### config.mk
export PLATFORM = sky130hd
export DESIGN_NAME = serial_pwm_command_parser
export DESIGN_NICKNAME = d
export VERILOG_FILES = /design/src/hdl/spcp_pkg.sv /design/src/hdl/spcp_fifo.sv /design/src/hdl/spcp_front.sv /design/src/hdl/spcp_back.sv /design/src/hdl/serial_pwm_command_parser.sv
export SDC_FILE = /design/constraint.sdc
export NUM_CORES = 1
export LEC_CHECK = 0
export ABC_AREA = 1
export BUFFER_PORTS_ARGS = -buffer_cell sky130_fd_sc_hd__buf_2
export CAP_MARGIN = 40
export CORE_MARGIN = 4
export CORE_UTILIZATION = 40
export DETAILED_ROUTE_END_ITERATION = 10
export PLACE_DENSITY = 0.61
export SYNTH_ARGS = -nofsm -noshare
export SYNTH_HDL_FRONTEND = slang
export SYNTH_SLANG_ARGS = --single-unit
export TNS_END_PERCENT = 5
### constraint.sdc
create_clock -name clk -period 6.15 [get_ports clk]
set_clock_uncertainty 0.2 [all_clocks]
set_input_delay 1.23 -clock clk [delete_from_list [all_inputs] [get_ports clk]]
set_output_delay 1.23 -clock clk [all_outputs]
set_load 0.01 [all_outputs]
### src/hdl/spcp_pkg.sv
// Package for the serial PWM command parser: reply codes, character codes,
// queue entry types and the constants of the duty scaling.
// Depends on nothing; every other file of the block imports it.
package spcp_pkg;

	// Reply codes as they appear on the result port.
	typedef enum logic [2:0] {
		RPL_ENABLED  = 3'd0,
		RPL_DISABLED = 3'd1,
		RPL_STATUS   = 3'd2,
		RPL_DUTY_SET = 3'd3,
		RPL_REJECTED = 3'd4,
		RPL_UNKNOWN  = 3'd5
	} reply_kind_t;

	// Phases of the decimal number reader.
	typedef enum logic [1:0] {
		NUM_SKIP   = 2'd0,
		NUM_DIGITS = 2'd1,
		NUM_DONE   = 2'd2
	} num_phase_t;

	// Character codes.
	localparam logic [7:0] CHAR_NUL   = 8'h00;
	localparam logic [7:0] CHAR_TAB   = 8'h09;
	localparam logic [7:0] CHAR_LF    = 8'h0A;
	localparam logic [7:0] CHAR_CR    = 8'h0D;
	localparam logic [7:0] CHAR_SPACE = 8'h20;
	localparam logic [7:0] CHAR_PLUS  = 8'h2B;
	localparam logic [7:0] CHAR_MINUS = 8'h2D;
	localparam logic [7:0] CHAR_ZERO  = 8'h30;
	localparam logic [7:0] CHAR_NINE  = 8'h39;
	localparam logic [7:0] CHAR_D     = 8'h44;
	localparam logic [7:0] CHAR_L     = 8'h4C;
	localparam logic [7:0] CHAR_P     = 8'h50;
	localparam logic [7:0] CHAR_S     = 8'h53;
	// Clearing bit 5 folds a lower-case letter onto its capital.
	localparam logic [7:0] CASE_MASK  = 8'hDF;

	// Largest percentage that is accepted.
	localparam logic [7:0] PERCENT_MAX = 8'd100;

	// Division by one hundred as a multiplication: ceil(2^30 / 100).
	// Exact for every product of a 16-bit full scale and a percentage up to 100.
	localparam logic [23:0] RECIP_100   = 24'd10737419;
	localparam int          RECIP_SHIFT = 30;

	// Reset values of the registers of the back end.
	localparam logic [15:0] FULL_SCALE_RESET = 16'd1000;
	localparam logic [15:0] DUTY_RESET       = 16'd1;

	// Depth of both queues.
	localparam int QUEUE_DEPTH = 4;

	// A decoded command as the front end hands it on.
	typedef struct packed {
		reply_kind_t kind;
		logic [7:0]  pct;
	} cmd_t;

	// One result word.
	typedef struct packed {
		reply_kind_t kind;
		logic        pwm_on;
		logic [15:0] duty;
		logic [7:0]  pct;
	} result_t;

endpackage

### src/hdl/spcp_fifo.sv
// Small first-in first-out queue built from registers, used between the
// front and back ends and in front of the result port.
// Depends on spcp_pkg for nothing but house style; DEPTH must be a power of two.
module spcp_fifo #(
	parameter int WIDTH = 8,
	parameter int DEPTH = 4
) (
	input  logic             clk,
	input  logic             arst_n,
	input  logic             wr_en,
	input  logic [WIDTH-1:0] wr_data,
	output logic             full,
	input  logic             rd_en,
	output logic [WIDTH-1:0] rd_data,
	output logic             empty
);
	import spcp_pkg::*;

	localparam int PW = $clog2(DEPTH);
	localparam int CNTW = $clog2(DEPTH + 1);
	localparam logic [CNTW-1:0] COUNT_FULL = CNTW'(DEPTH);

	logic [WIDTH-1:0] store_q [DEPTH];
	logic [PW-1:0]    wr_ptr_q;
	logic [PW-1:0]    rd_ptr_q;
	logic [CNTW-1:0]  count_q;
	logic             do_wr;
	logic             do_rd;

	assign full    = (count_q == COUNT_FULL);
	assign empty   = (count_q == '0);
	assign do_wr   = wr_en && !full;
	assign do_rd   = rd_en && !empty;
	assign rd_data = store_q[rd_ptr_q];

	// Entry storage; the contents need no reset.
	always_ff @(posedge clk) begin
		if (do_wr) begin
			store_q[wr_ptr_q] <= wr_data;
		end
	end

	// Pointers and fill count.
	always_ff @(posedge clk or negedge arst_n) begin
		if (!arst_n) begin
			wr_ptr_q <= '0;
			rd_ptr_q <= '0;
			count_q  <= '0;
		end else begin
			if (do_wr) begin
				wr_ptr_q <= wr_ptr_q + 1'b1;
			end
			if (do_rd) begin
				rd_ptr_q <= rd_ptr_q + 1'b1;
			end
			if (do_wr && !do_rd) begin
				count_q <= count_q + 1'b1;
			end else if (do_rd && !do_wr) begin
				count_q <= count_q - 1'b1;
			end
		end
	end

endmodule

### src/hdl/spcp_front.sv
// Front end of the serial PWM command parser: collects the bytes of a line,
// reads the number after P and classifies the line when it ends.
// Depends on spcp_pkg.
module spcp_front #(
	parameter int LINE_CAPACITY = 32
) (
	input  logic          clk,
	input  logic          arst_n,
	input  logic          byte_valid,
	input  logic [7:0]    rx_byte,
	output logic          cmd_valid,
	output spcp_pkg::cmd_t cmd
);
	import spcp_pkg::*;

	localparam int CW = $clog2(LINE_CAPACITY);
	localparam logic [CW-1:0] KEEP_MAX = CW'(LINE_CAPACITY - 1);

	logic [CW-1:0] kept_count_q, kept_count_d;
	logic [7:0]    first_char_q, first_char_d;
	logic          text_ended_q, text_ended_d;
	logic          text_long_q, text_long_d;
	num_phase_t    phase_q, phase_d;
	logic          negative_q, negative_d;
	logic [7:0]    accum_q, accum_d;

	logic       is_eol;
	logic       is_blank;
	logic       is_digit;
	logic       is_sign;
	logic [7:0] digit_val;
	logic [7:0] accum_times_ten;
	logic [7:0] pct_val;
	logic [7:0] first_upper;

	// Character classes of the incoming byte.
	assign is_eol    = (rx_byte == CHAR_LF) || (rx_byte == CHAR_CR);
	assign is_blank  = (rx_byte == CHAR_SPACE) || ((rx_byte >= CHAR_TAB) && (rx_byte <= CHAR_CR));
	assign is_digit  = (rx_byte >= CHAR_ZERO) && (rx_byte <= CHAR_NINE);
	assign is_sign   = (rx_byte == CHAR_PLUS) || (rx_byte == CHAR_MINUS);
	assign digit_val = rx_byte - CHAR_ZERO;
	assign accum_times_ten = {accum_q[4:0], 3'b000} + {accum_q[6:0], 1'b0};

	// Line state update for an accepted byte.
	always_comb begin
		kept_count_d = kept_count_q;
		first_char_d = first_char_q;
		text_ended_d = text_ended_q;
		text_long_d  = text_long_q;
		phase_d      = phase_q;
		negative_d   = negative_q;
		accum_d      = accum_q;
		cmd_valid    = 1'b0;
		if (byte_valid) begin
			if (is_eol) begin
				if (kept_count_q != '0) begin
					// A line whose text is empty gives no command.
					cmd_valid    = (first_char_q != CHAR_NUL);
					kept_count_d = '0;
					first_char_d = CHAR_NUL;
					text_ended_d = 1'b0;
					text_long_d  = 1'b0;
					phase_d      = NUM_SKIP;
					negative_d   = 1'b0;
					accum_d      = '0;
				end
			end else if (kept_count_q < KEEP_MAX) begin
				kept_count_d = kept_count_q + 1'b1;
				if (!text_ended_q) begin
					if (rx_byte == CHAR_NUL) begin
						text_ended_d = 1'b1;
					end else if (kept_count_q == '0) begin
						first_char_d = rx_byte;
					end else begin
						text_long_d = 1'b1;
						// Decimal reader: blanks, one sign, then digits.
						case (phase_q)
							NUM_SKIP: begin
								if (!is_blank) begin
									if (is_sign) begin
										negative_d = (rx_byte == CHAR_MINUS);
										phase_d    = NUM_DIGITS;
									end else if (is_digit) begin
										accum_d = digit_val;
										phase_d = NUM_DIGITS;
									end else begin
										phase_d = NUM_DONE;
									end
								end
							end
							NUM_DIGITS: begin
								if (is_digit) begin
									accum_d = accum_times_ten + digit_val;
								end else begin
									phase_d = NUM_DONE;
								end
							end
							default: begin
								phase_d = phase_q;
							end
						endcase
					end
				end
			end
		end
	end

	// Classification of the finished line.
	assign pct_val     = negative_q ? (8'd0 - accum_q) : accum_q;
	assign first_upper = first_char_q & CASE_MASK;

	always_comb begin
		cmd.pct = '0;
		if ((first_upper == CHAR_L) && !text_long_q) begin
			cmd.kind = RPL_ENABLED;
		end else if ((first_upper == CHAR_D) && !text_long_q) begin
			cmd.kind = RPL_DISABLED;
		end else if ((first_upper == CHAR_S) && !text_long_q) begin
			cmd.kind = RPL_STATUS;
		end else if (first_upper == CHAR_P) begin
			cmd.pct  = pct_val;
			cmd.kind = (pct_val <= PERCENT_MAX) ? RPL_DUTY_SET : RPL_REJECTED;
		end else begin
			cmd.kind = RPL_UNKNOWN;
		end
	end

	// Line state registers.
	always_ff @(posedge clk or negedge arst_n) begin
		if (!arst_n) begin
			kept_count_q <= '0;
			first_char_q <= CHAR_NUL;
			text_ended_q <= 1'b0;
			text_long_q  <= 1'b0;
			phase_q      <= NUM_SKIP;
			negative_q   <= 1'b0;
			accum_q      <= '0;
		end else begin
			kept_count_q <= kept_count_d;
			first_char_q <= first_char_d;
			text_ended_q <= text_ended_d;
			text_long_q  <= text_long_d;
			phase_q      <= phase_d;
			negative_q   <= negative_d;
			accum_q      <= accum_d;
		end
	end

endmodule

### src/hdl/spcp_back.sv
// Back end of the serial PWM command parser: scales the duty in a two-stage
// multiply pipeline and commits commands to the enable flag and duty register.
// Depends on spcp_pkg.
module spcp_back (
	input  logic             clk,
	input  logic             arst_n,
	input  logic             cfg_we,
	input  logic [15:0]      cfg_data,
	input  logic             cmd_empty,
	input  spcp_pkg::cmd_t   cmd,
	output logic             cmd_pop,
	input  logic             res_full,
	output logic             res_push,
	output spcp_pkg::result_t res
);
	import spcp_pkg::*;

	logic [15:0] full_scale_q;
	logic        enable_q;
	logic [15:0] duty_q;

	logic        advance;
	logic        valid_s1;
	cmd_t        cmd_s1;
	logic [23:0] prod_s1;
	logic        valid_s2;
	cmd_t        cmd_s2;
	logic [47:0] scaled_s2;

	logic        enable_next;
	logic [15:0] duty_next;

	// The whole pipeline moves unless the result queue is full.
	assign advance = !res_full;
	assign cmd_pop = advance && !cmd_empty;

	// Stage 1: full scale times percentage. Stage 2: times the reciprocal of 100.
	always_ff @(posedge clk) begin
		if (advance) begin
			cmd_s1    <= cmd;
			prod_s1   <= full_scale_q * cmd.pct;
			cmd_s2    <= cmd_s1;
			scaled_s2 <= prod_s1 * RECIP_100;
		end
	end

	always_ff @(posedge clk or negedge arst_n) begin
		if (!arst_n) begin
			valid_s1 <= 1'b0;
			valid_s2 <= 1'b0;
		end else if (advance) begin
			valid_s1 <= cmd_pop;
			valid_s2 <= valid_s1;
		end
	end

	// Commit: the state changes in command order at the end of stage 2.
	always_comb begin
		enable_next = enable_q;
		duty_next   = duty_q;
		case (cmd_s2.kind)
			RPL_ENABLED:  enable_next = 1'b1;
			RPL_DISABLED: enable_next = 1'b0;
			RPL_DUTY_SET: duty_next   = scaled_s2[RECIP_SHIFT +: 16];
			default:      enable_next = enable_q;
		endcase
	end

	assign res_push   = valid_s2 && advance;
	assign res.kind   = cmd_s2.kind;
	assign res.pwm_on = enable_next;
	assign res.duty   = duty_next;
	assign res.pct    = cmd_s2.pct;

	// Configuration and command state.
	always_ff @(posedge clk or negedge arst_n) begin
		if (!arst_n) begin
			full_scale_q <= FULL_SCALE_RESET;
			enable_q     <= 1'b1;
			duty_q       <= DUTY_RESET;
		end else begin
			if (cfg_we) begin
				full_scale_q <= cfg_data;
			end
			if (res_push) begin
				enable_q <= enable_next;
				duty_q   <= duty_next;
			end
		end
	end

endmodule

### src/hdl/serial_pwm_command_parser.sv
// Top level of the serial PWM command parser: front end, command queue,
// back end and result queue. Depends on spcp_pkg, spcp_fifo, spcp_front, spcp_back.
//
// Channel   Direction  Handshake           Payload
// input     in         push / full         rx_byte
// result    out        empty / pop         reply_kind, pwm_on, duty_target, percent_value
// config    in         cfg_valid/cfg_ready cfg_data (duty full scale)
//
// One byte is taken in every cycle while the four-entry command queue has room.
// A line end's command passes the command queue and both multiply stages of the
// back end; commands go through the back end one per cycle while the result queue
// has room. cfg_ready is always high. Reset is asynchronous and clears both queues.
// A full result queue stalls the back end; once the command queue fills, full rises.
module serial_pwm_command_parser #(
	parameter int LINE_CAPACITY = 32
) (
	input  logic        clk,
	input  logic        arst_n,
	input  logic        push,
	output logic        full,
	input  logic [7:0]  rx_byte,
	output logic        empty,
	input  logic        pop,
	output logic [2:0]  reply_kind,
	output logic        pwm_on,
	output logic [15:0] duty_target,
	output logic [7:0]  percent_value,
	input  logic        cfg_valid,
	output logic        cfg_ready,
	input  logic [15:0] cfg_data
);
	import spcp_pkg::*;

	logic    byte_valid;
	logic    cmd_valid;
	cmd_t    cmd_in;
	cmd_t    cmd_out;
	logic    cmd_full;
	logic    cmd_empty;
	logic    cmd_pop;
	logic    res_full;
	logic    res_push;
	result_t res_in;
	result_t res_out;

	assign full       = cmd_full;
	assign byte_valid = push && !cmd_full;
	assign cfg_ready  = 1'b1;

	// Line collection and classification.
	spcp_front #(
		.LINE_CAPACITY(LINE_CAPACITY)
	) u_front (
		.clk       (clk),
		.arst_n    (arst_n),
		.byte_valid(byte_valid),
		.rx_byte   (rx_byte),
		.cmd_valid (cmd_valid),
		.cmd       (cmd_in)
	);

	// Command queue between the two ends.
	spcp_fifo #(
		.WIDTH($bits(cmd_t)),
		.DEPTH(QUEUE_DEPTH)
	) u_cmd_fifo (
		.clk    (clk),
		.arst_n (arst_n),
		.wr_en  (cmd_valid),
		.wr_data(cmd_in),
		.full   (cmd_full),
		.rd_en  (cmd_pop),
		.rd_data(cmd_out),
		.empty  (cmd_empty)
	);

	// Duty scaling and command commit.
	spcp_back u_back (
		.clk      (clk),
		.arst_n   (arst_n),
		.cfg_we   (cfg_valid),
		.cfg_data (cfg_data),
		.cmd_empty(cmd_empty),
		.cmd      (cmd_out),
		.cmd_pop  (cmd_pop),
		.res_full (res_full),
		.res_push (res_push),
		.res      (res_in)
	);

	// Result queue in front of the output port.
	spcp_fifo #(
		.WIDTH($bits(result_t)),
		.DEPTH(QUEUE_DEPTH)
	) u_res_fifo (
		.clk    (clk),
		.arst_n (arst_n),
		.wr_en  (res_push),
		.wr_data(res_in),
		.full   (res_full),
		.rd_en  (pop),
		.rd_data(res_out),
		.empty  (empty)
	);

	assign reply_kind    = res_out.kind;
	assign pwm_on        = res_out.pwm_on;
	assign duty_target   = res_out.duty;
	assign percent_value = res_out.pct;

endmodule

After elaboration in Yosys (flattened, before gate mapping)
Memories as Yosys holds them, arrays and structs flattened.
Index checks and enable logic that the tools add are counted.
{"block": "word_totals", "regBits": 167, "ramBits": 156, "output_inout_bits": 31, "word_cells": 191, "mem_count": 2}
{"block": "classes", "add_sub_neg": 13, "multipliers": 2, "n_lt_le_gt_ge": 6, "n_eq_ne": 24, "n_mux": 71, "n_reduce_logical": 49}
{"memory": "u_res_fifo.store_q", "words": 4, "word_bits": 28, "rd": 1, "rd_ports_with_merged_regs": 0, "wr": 1, "line_no": "spcp_fifo.sv:23", "rtl": "logic [WIDTH-1:0] store_q [DEPTH];"}
{"memory": "u_cmd_fifo.store_q", "words": 4, "word_bits": 11, "rd": 1, "rd_ports_with_merged_regs": 0, "wr": 1, "line_no": "spcp_fifo.sv:23"}
{"operator": "$mux 8", "n": 20}
{"operator": "$mul 24x24->46 const B", "n": 1}
{"operator": "$eq 7x6->1 const B", "n": 4}
{"operator": "$mux 3", "n": 9}
{"operator": "$mux 1", "n": 25}
{"operator": "$eq 8x6->1 const B", "n": 3}
{"operator": "$mul 16x8->24", "n": 1}
{"operator": "$mux 2", "n": 10}
{"operator": "$reduce_and 9->1", "n": 2}
{"operator": "$add 8x8->8", "n": 2}
{"operator": "$eq 8x4->1 const B", "n": 2}
{"operator": "$logic_and 1x1->1", "n": 16}
{"operator": "$mux 16", "n": 1}
{"operator": "$pmux 8 s2", "n": 1}
{"operator": "$mux 5", "n": 3}
{"operator": "$reduce_and 6->1", "n": 2}
{"operator": "$reduce_bool 2->1", "n": 6}
{"operator": "$reduce_and 11->1", "n": 1}
{"operator": "$logic_not 1->1", "n": 9}
{"operator": "$logic_not 3->1", "n": 3}
{"operator": "$ne 3x2->1 const B", "n": 3}
{"operator": "$add 2x1->2 const B", "n": 4}
{"operator": "$ge 8x4->1 const B", "n": 1}
{"operator": "$ge 8x6->1 const B", "n": 1}
{"operator": "26 further kinds", "n": 35}

Depth between registers and ports, before layout
Gate-level depths: netlist of run 1.
{"block": "logic_depth", "word_depth": 11, "ltp_mapped": 25, "ltp_nobuf": 24}

Modules after synthesis
From an unflattened synthesis of run 1, not the netlist that was laid out.
{"block": "unflattened", "cells_unflattened": 3173, "hier_area_um2": 28867.7}
{"module": "spcp_back", "instances": 1, "cells_each": 2235, "area_per_inst_um2": 19256.0, "seq_area_each_um2": 2747.6}
{"module": "spcp_fifo (u_res_fifo)", "instances": 1, "cells_each": 388, "area_per_inst_um2": 4994.8, "seq_area_each_um2": 3538.4}
{"module": "spcp_front", "instances": 1, "cells_each": 357, "area_per_inst_um2": 2388.5, "seq_area_each_um2": 650.6}
{"module": "spcp_fifo (u_cmd_fifo)", "instances": 1, "cells_each": 189, "area_per_inst_um2": 2207.1, "seq_area_each_um2": 1496.4}
{"module": "serial_pwm_command_parser", "instances": 1, "cells_each": 4, "area_per_inst_um2": 21.3, "seq_area_each_um2": 0.0}

Worst setup path before layout of run 1
Ideal clock, no wire load.
{"block": "synth_path", "path_type": "register to register", "from": "reg u_back.prod_s1[12]", "to": "reg u_back.scaled_s2[45] (data pin)", "setup_time_ns": 0.253, "t_arrival_ns": 5.154, "required_ns": 5.697, "slack_ns": 0.543, "path_stages_with_launch": 22, "n_path_buf": 0, "period_less_slack_ns": 5.607, "path_cell_list": "edfxtp_1 > ha_1 > inv_1 > fa_1 > inv_1 > fa_1 > inv_1 > fa_1 > inv_1 > fa_1 > fa_1 > inv_1 > fa_1 > inv_1 > ha_1 > nand2_1 > nor2_1 > nand2_1 > nor4_1 > nand2_1 > nand4_1 > nand2_1"}
{"block": "synth_between", "elab_chain_len": 1}
{"item": "from (decl)", "line_no": "spcp_back.sv:25", "rtl": "logic [23:0] prod_s1;"}
{"item": "from (signal assigned)", "line_no": "spcp_back.sv:41", "rtl": "prod_s1 <= full_scale_q * cmd.pct;"}
{"item": "$mul 24x24->46", "line_no": "spcp_back.sv:43", "rtl": "scaled_s2 <= prod_s1 * RECIP_100;"}
{"item": "to (signal assigned)", "line_no": "spcp_back.sv:43"}
{"item": "to (decl)", "line_no": "spcp_back.sv:28", "rtl": "logic [47:0] scaled_s2;"}
No other way between the ends.
A chain may end at the register's enable or synchronous reset.

Worst setup path in the final report of run 1
{"block": "layout_path", "from": "reg u_back.prod_s1[12]", "to": "reg u_back.scaled_s2[43] (data pin)"}
The elaborated chain is that of the path after synthesis.

==> metrics.cfg, run 1 <==
[outcome]
outcome = finished, final reports clean

[critical_path]
r2r_start = u_back.prod_s1[12]
worst-path-max-fanout = 8
endpoint_kind = flop
crit_path_max_incr_delay_ps = 530
critical_path_class = flop to flop
crit_start = u_back.prod_s1[12]
path_cells = buf_4, ha_1, inv_1, fa_1, inv_1, fa_1, fa_1, fa_1, fa_1, inv_1, fa_1, inv_1, ha_1, nand2_1, nor2_1, nand2_1, nor3_2, nand3_1, nand4_1, nand2_1
worstSetupStartpointType = flop
crit_arrival_ps = 6070
cp_slowest_cell = fa_1
crit_required_ps = 6250
path_common_cell = fa_1

[synth]
async_reset_ff_frac = 0.256
ys_seq_area_frac = 0.306
synth_warnings = 0
syn_nets = 3636
ys_types = 48
synth_flop_cell = edfxtp_1
yosys_register_bits = 293
avgSynthCellArea_um2 = 9.33
netlist_area_mm2 = 0.0276
netlist_instances = 2957
synth_edf_count = 218

[min_path]
hold_class = flop to flop
hp-start = u_back.cmd_s1[7]

[sta]
finalSetupViolations = 0
rsz0062_at_grt = yes
relSlewSlack = 0.406
tns_ps = 0
min_period_ps = 5970
maxSlewViolCount = 0
post-route-period-util = 0.971
tightest_slew_ps = 881
hold_violations = 0
max_freq_ghz = 0.167

[clock_network]
clk_pin_slew_ps = 60
cts_sinks = 293
htreeDepth = 2
cts_made_buffers = 35
clock_latency_ps = 570
clockRootBuffer = clkbuf_16
cts_tree = yes
cts_buffer_depth = 3

[detailed_routing]
antenna_left = 0
wire_per_inst_um = 16.9
vias_per_cell = 4.93
wl_um = 67400
vias = 19600
first_pass_iters = 5
drtIter0Drc = 1096
drcViolationCount = 0

[final_layout]
finalNetCount = 3751
layout-drive-gt1-share = 0.0726
register_area_mm2 = 0.00843
n_antenna_cell = 0
num-fill-cells = 6666
fin_area_mm2 = 0.0306
syn_to_final_growth_pct = 10.9
multi_input_area_mm2 = 0.0164

[place]
portBuffers = 58
hpwl_um = 55300
gp_congestion = 0.949
placed_cell_area_mm2 = 0.0293

[grt]
grt_pass1_vias = 20500
grt_first_pass_wirelength_um = 109000
grt_max_degree = 59
antenna_found_initial = 0
grt_overflow = 0
grt_util_all_layers = 0.187

[floorplanning]
initial_core_util = 0.403
die_x_um = 271
ioPinCount = 60
die_height_um = 271
core_mm2 = 0.0685
rows = 96
fp.dieArea_mm2 = 0.0732

[job]
drv_cap = 0

per-layer routing:
| metal | vias up | GRT usage | wire length [µm] |
|---|---|---|---|
| li1 | 9514 | - | - |
| met1 | 9595 | 0.254 | 30200 |
| met2 | 420 | 0.320 | 32400 |
| met3 | 111 | 0.0237 | 3180 |
| met4 | 0 | 0.0505 | 1720 |
| met5 | - | 0 | 0 |
synthesized netlist by cell type, drive strengths merged, types with 16 or more instances:
cell type / n / area (µm²)
nor3: 18 / 90.1
fa: 315 / 6310
nand4: 20 / 125
ha: 335 / 4190
xor2: 28 / 245
nor2: 302 / 1160
a21oi: 102 / 510
edfxtp: 218 / 6550
clkbuf: 39 / 146
dfrtp: 67 / 1680
o21ai: 175 / 876
o22ai: 31 / 194
inv: 689 / 2590
xnor2: 16 / 140
nand3: 84 / 455
nand2: 450 / 1700
worst paths after layout:
path,depth (start not counted),slack (ps),to
max,20,180,u_back.scaled_s2[43]
min in group asynchronous,1,240,u_front.phase_q[1]
min,0,230,u_back.res[7]
max in group asynchronous,3,4500,u_back.duty_q[0]
min reg2reg,0,230,u_back.res[7]
max reg2reg,20,180,u_back.scaled_s2[43]
cells by family (layout without fill, tap and decap cells):
kind of cell | Yosys count | after routing | synth area share
xor gates and xnor gates | 44 | 44 | 0.0140
other | 1 | 1 | 0.000136
DFF | 293 | 293 | 0.306
AOI/OAI and AO/OA | 340 | 340 | 0.0659
adders and majority gates | 650 | 650 | 0.381
and+or+nand+nor | 892 | 892 | 0.132
muxes | 2 | 2 | 0.000816
buffers and inverters | 735 | 877 | 0.101
critical path, delay by kind of cell, from the launching register on:
| kind | cells | cell delay (ps) |
|---|---|---|
| adder cells (fa/ha/maj) | 8 | 3580 |
| buffers and inverters | 5 | 440 |
| flip-flops | 1 | 450 |
| AND/OR/NAND/NOR | 7 | 1050 |
placed cells by master (no fill, tap or decap), drive strengths merged, types with 8 or more instances in the layout:
| cell type | Yosys | routed |
|---|---|---|
| nand4 | 20 | 20 |
| xor2 | 28 | 28 |
| buf | 6 | 123 |
| ha | 335 | 335 |
| nand3 | 84 | 84 |
| dfrtp | 67 | 67 |
| o21ai | 175 | 175 |
| a21o | 8 | 8 |
| nand2 | 450 | 450 |
| o22ai | 31 | 31 |
| nor2 | 302 | 302 |
| inv | 689 | 694 |
| nor3 | 18 | 18 |
| clkinv | 1 | 13 |
| dfstp | 8 | 8 |
| clkbuf | 39 | 43 |
| a21oi | 102 | 102 |
| edfxtp | 218 | 218 |
| fa | 315 | 315 |
| xnor2 | 16 | 16 |
repair_timing:
item	4_1_cts	5_1_grt
setup endpoints to repair	0	16
hold buffers	0	0
buffers inserted	0	6
endpoints found under the hold margin	0	0
gates resized for setup	0	15
registers in the layout (all words and copies together) (netlist names):
name                  cells
u_res_fifo.rd_ptr_q       2
u_back.valid_s2           1
u_cmd_fifo.rd_ptr_q       2
u_front.text_ended_q      1
u_back.duty_q            16
u_back.valid_s1           1
u_front.kept_count_q      5
u_back.full_scale_q      16
u_front.text_long_q       1
u_front.accum_q           8
u_back.enable_q           1
u_back.res               11
u_front.negative_q        1
u_res_fifo.count_q        3
u_back.scaled_s2         16
u_front.phase_q           2
u_cmd_fifo.wr_ptr_q       2
u_cmd_fifo.count_q        3
u_back.prod_s1           24
u_res_fifo.store_q      112
u_front.first_char_q      8
u_back.cmd_s1            11
u_cmd_fifo.store_q       44
u_res_fifo.wr_ptr_q       2
through the flow:
step	std cells	hold slack, ps	setup WS, ps	utilization
finish	3981	226	177	0.447
floorplan	2957	200	543	-
CTS	3975	211	114	0.445
detailed placement	3911	212	158	0.428
global placement	3905	204	158	0.427
global route	3981	223	-49.8	0.447
area by class of cell:
| cell class | count | share of cell area |
|---|---|---|
| multi-input cells | 1929 | 0.537 |
| flip-flops and latches | 293 | 0.276 |
| inverters | 690 | 0.0847 |
| well taps | 882 | 0.0361 |
| clock buffers | 43 | 0.0313 |
| repair buffers | 123 | 0.0272 |
| clock inverters | 21 | 0.00761 |
Power of run 1 is left out: the tool's default activity adds up to more than one toggle a clock period on the data nets, which glitch-free logic cannot reach.
==> run 2: changes to the inputs <==
- CTS_BUF_LIST: default -> sky130_fd_sc_hd__clkbuf_4 sky130_fd_sc_hd__clkbuf_8
==> run 2 against run 1 <==
Net effect:
- core utilization is 0.091 points lower
- final area is 0.20% lower
- sequential cell count stayed put
- non-clock buffer count is 5 higher
- sequential share of layout area is 0.057 points higher
- global-route usage hardly changed
- first-iteration DRC count is 11% higher
- largest cell class unchanged
==> metrics.cfg, run 2 (synthesis gave the netlist of run 1 again) <==
[place]
hpwl_um = 55300  ; unchanged
gp_congestion = 0.949  ; unchanged
portBuffers = 58  ; unchanged

[sta]
finalSetupViolations = 0  ; unchanged
maxSlewViolCount = 0  ; unchanged
post-route-period-util = 0.968  ; -0.00366
rsz0062_at_grt = yes
relSlewSlack = 0.398  ; -0.00881
max_freq_ghz = 0.168  ; +0.38%
hold_violations = 0  ; unchanged
min_period_ps = 5950  ; -22.5 ps
tightest_slew_ps = 894  ; +13.1 ps

[detailed_routing]
wl_um = 67700  ; +0.42%
wire_per_inst_um = 16.9  ; -0.38%
vias_per_cell = 4.94  ; about the same
antenna_left = 0  ; unchanged
drcViolationCount = 0  ; unchanged
first_pass_iters = 6  ; +1
vias = 19800  ; +0.85%
drtIter0Drc = 1217  ; +11%

[floorplanning]
rows = 96  ; unchanged
core_mm2 = 0.0685  ; unchanged
die_height_um = 271  ; unchanged
ioPinCount = 60  ; unchanged
fp.dieArea_mm2 = 0.0732  ; unchanged
initial_core_util = 0.403  ; unchanged
die_x_um = 271  ; unchanged

[grt]
grt_overflow = 0  ; unchanged
antenna_found_initial = 0  ; unchanged
grt_util_all_layers = 0.187  ; about the same
grt_max_degree = 59  ; unchanged
grt_first_pass_wirelength_um = 109000  ; +0.20%
grt_pass1_vias = 20600  ; +0.73%

[clock_network]
clock_latency_ps = 630  ; +60 ps
clockRootBuffer = clkbuf_8
htreeDepth = 2  ; unchanged
cts_hold_buf = 0  ; unchanged
cts_buffer_depth = 3  ; unchanged
clk_pin_slew_ps = 60  ; about the same
cts_made_buffers = 50  ; +43%
cts_tree = yes
cts_sinks = 293  ; unchanged

[final_layout]
syn_to_final_growth_pct = 10.7
final_cell_mix = inv_1, nand2_1, ha_1, fa_1, nor2_1
top_regs = u_res_fifo.store_q (112), u_cmd_fifo.store_q (44), u_back.prod_s1 (24)
top_register = u_res_fifo.store_q
finalNetCount = 3771  ; +0.53%
n_antenna_cell = 0  ; unchanged
layout_commonest_cell = inv_1
largest_register_ffs = 112  ; unchanged
postLayoutCoreUtil = 0.446  ; -0.000913
register_area_mm2 = 0.00843  ; unchanged
layout-drive-gt1-share = 0.0843  ; +0.0117
multi_input_area_mm2 = 0.0165  ; +0.25%
num-fill-cells = 6665  ; -0.015%

[critical_path]
worstSetupStartpointType = flop
r2r-end = u_back.scaled_s2[43]
r2r_start = u_back.prod_s1[11]
worst-path-max-fanout = 5  ; -3
worstSetupPathDepth = 20  ; unchanged
critical_path_class = flop to flop
path_delay_family = adder cells
critPathCapture = u_back.scaled_s2[43]
r2r_slack_ps = 200  ; +20 ps
crit_buf_inv = 5  ; unchanged
crit_arrival_ps = 6110  ; +40 ps
path_common_cell = fa_1
cp_slowest_cell = fa_1
crit_start = u_back.prod_s1[11]
reg2reg_depth = 20  ; unchanged
crit_path_max_incr_delay_ps = 530  ; about the same
path_cells = buf_4, ha_1, inv_1, fa_1, inv_1, fa_1, fa_1, fa_1, fa_1, inv_1, fa_1, inv_1, ha_1, nand2_1, nor2_2, nand2_1, nor3_2, nand3_1, nand4_1, nand2_1
endpoint_kind = flop
crit_required_ps = 6310  ; +60 ps

[outcome]
outcome = finished, final reports clean

[job]
drv_cap = 0  ; unchanged

[min_path]
hold_class = primary input to async pin

## run 2: metrics by stage
step	hold slack [ps]	instances	instance area (µm²)	worst slack [ps]	TNS (ps)
floorplan	200	2957	27600	543	0
global placement	204	3905	29200	158	0
detailed placement	212	3911	29300	158	0
CTS	115	4002	30400	62.3	0
global route	135	4013	30500	-59.2	-497
finish	181	4013	30500	199	0
## run 2: how the worst min path moves through the flow
stage,start,slack [ps],to,cells after the start
6_report,arst_n,180,u_front.phase_q[1],1
5_1_grt,arst_n,130,u_front.phase_q[0],1
4_1_cts,arst_n,120,u_front.phase_q[1],1
3_5_place_dp,u_back.cmd_s1[7],210,u_back.res[7],0
3_3_place_gp,u_back.cmd_s1[7],200,u_back.res[7],0
2_1_floorplan,u_back.cmd_s1[0],200,u_back.res[0],0
## run 2: per-layer routing
layer	wire length, µm	part of all wire	GRT usage
met5	0	0	0
met4	1530	0.023	0.0476
met3	3130	0.046	0.0225
met2	32600	0.48	0.321
met1	30500	0.45	0.254
## run 2: what timing repair did
action / 4_1_cts / 5_1_grt
endpoints found under the hold margin: 0 / 0
gates resized for setup: 0 / 25
buffers inserted: 0 / 11
endpoints found under the setup margin: 0 / 16
## run 2: area by class of cell
| type | count | area share |
|---|---|---|
| multi-input combinational | 1929 | 0.540 |
| sequential | 293 | 0.276 |
| inverter | 690 | 0.0849 |
| tap | 882 | 0.0362 |
| timing repair buffer | 128 | 0.0285 |
| clock buffer | 65 | 0.0264 |
| clock inverter | 26 | 0.00791 |
Power of run 2 is left out for the same reason.
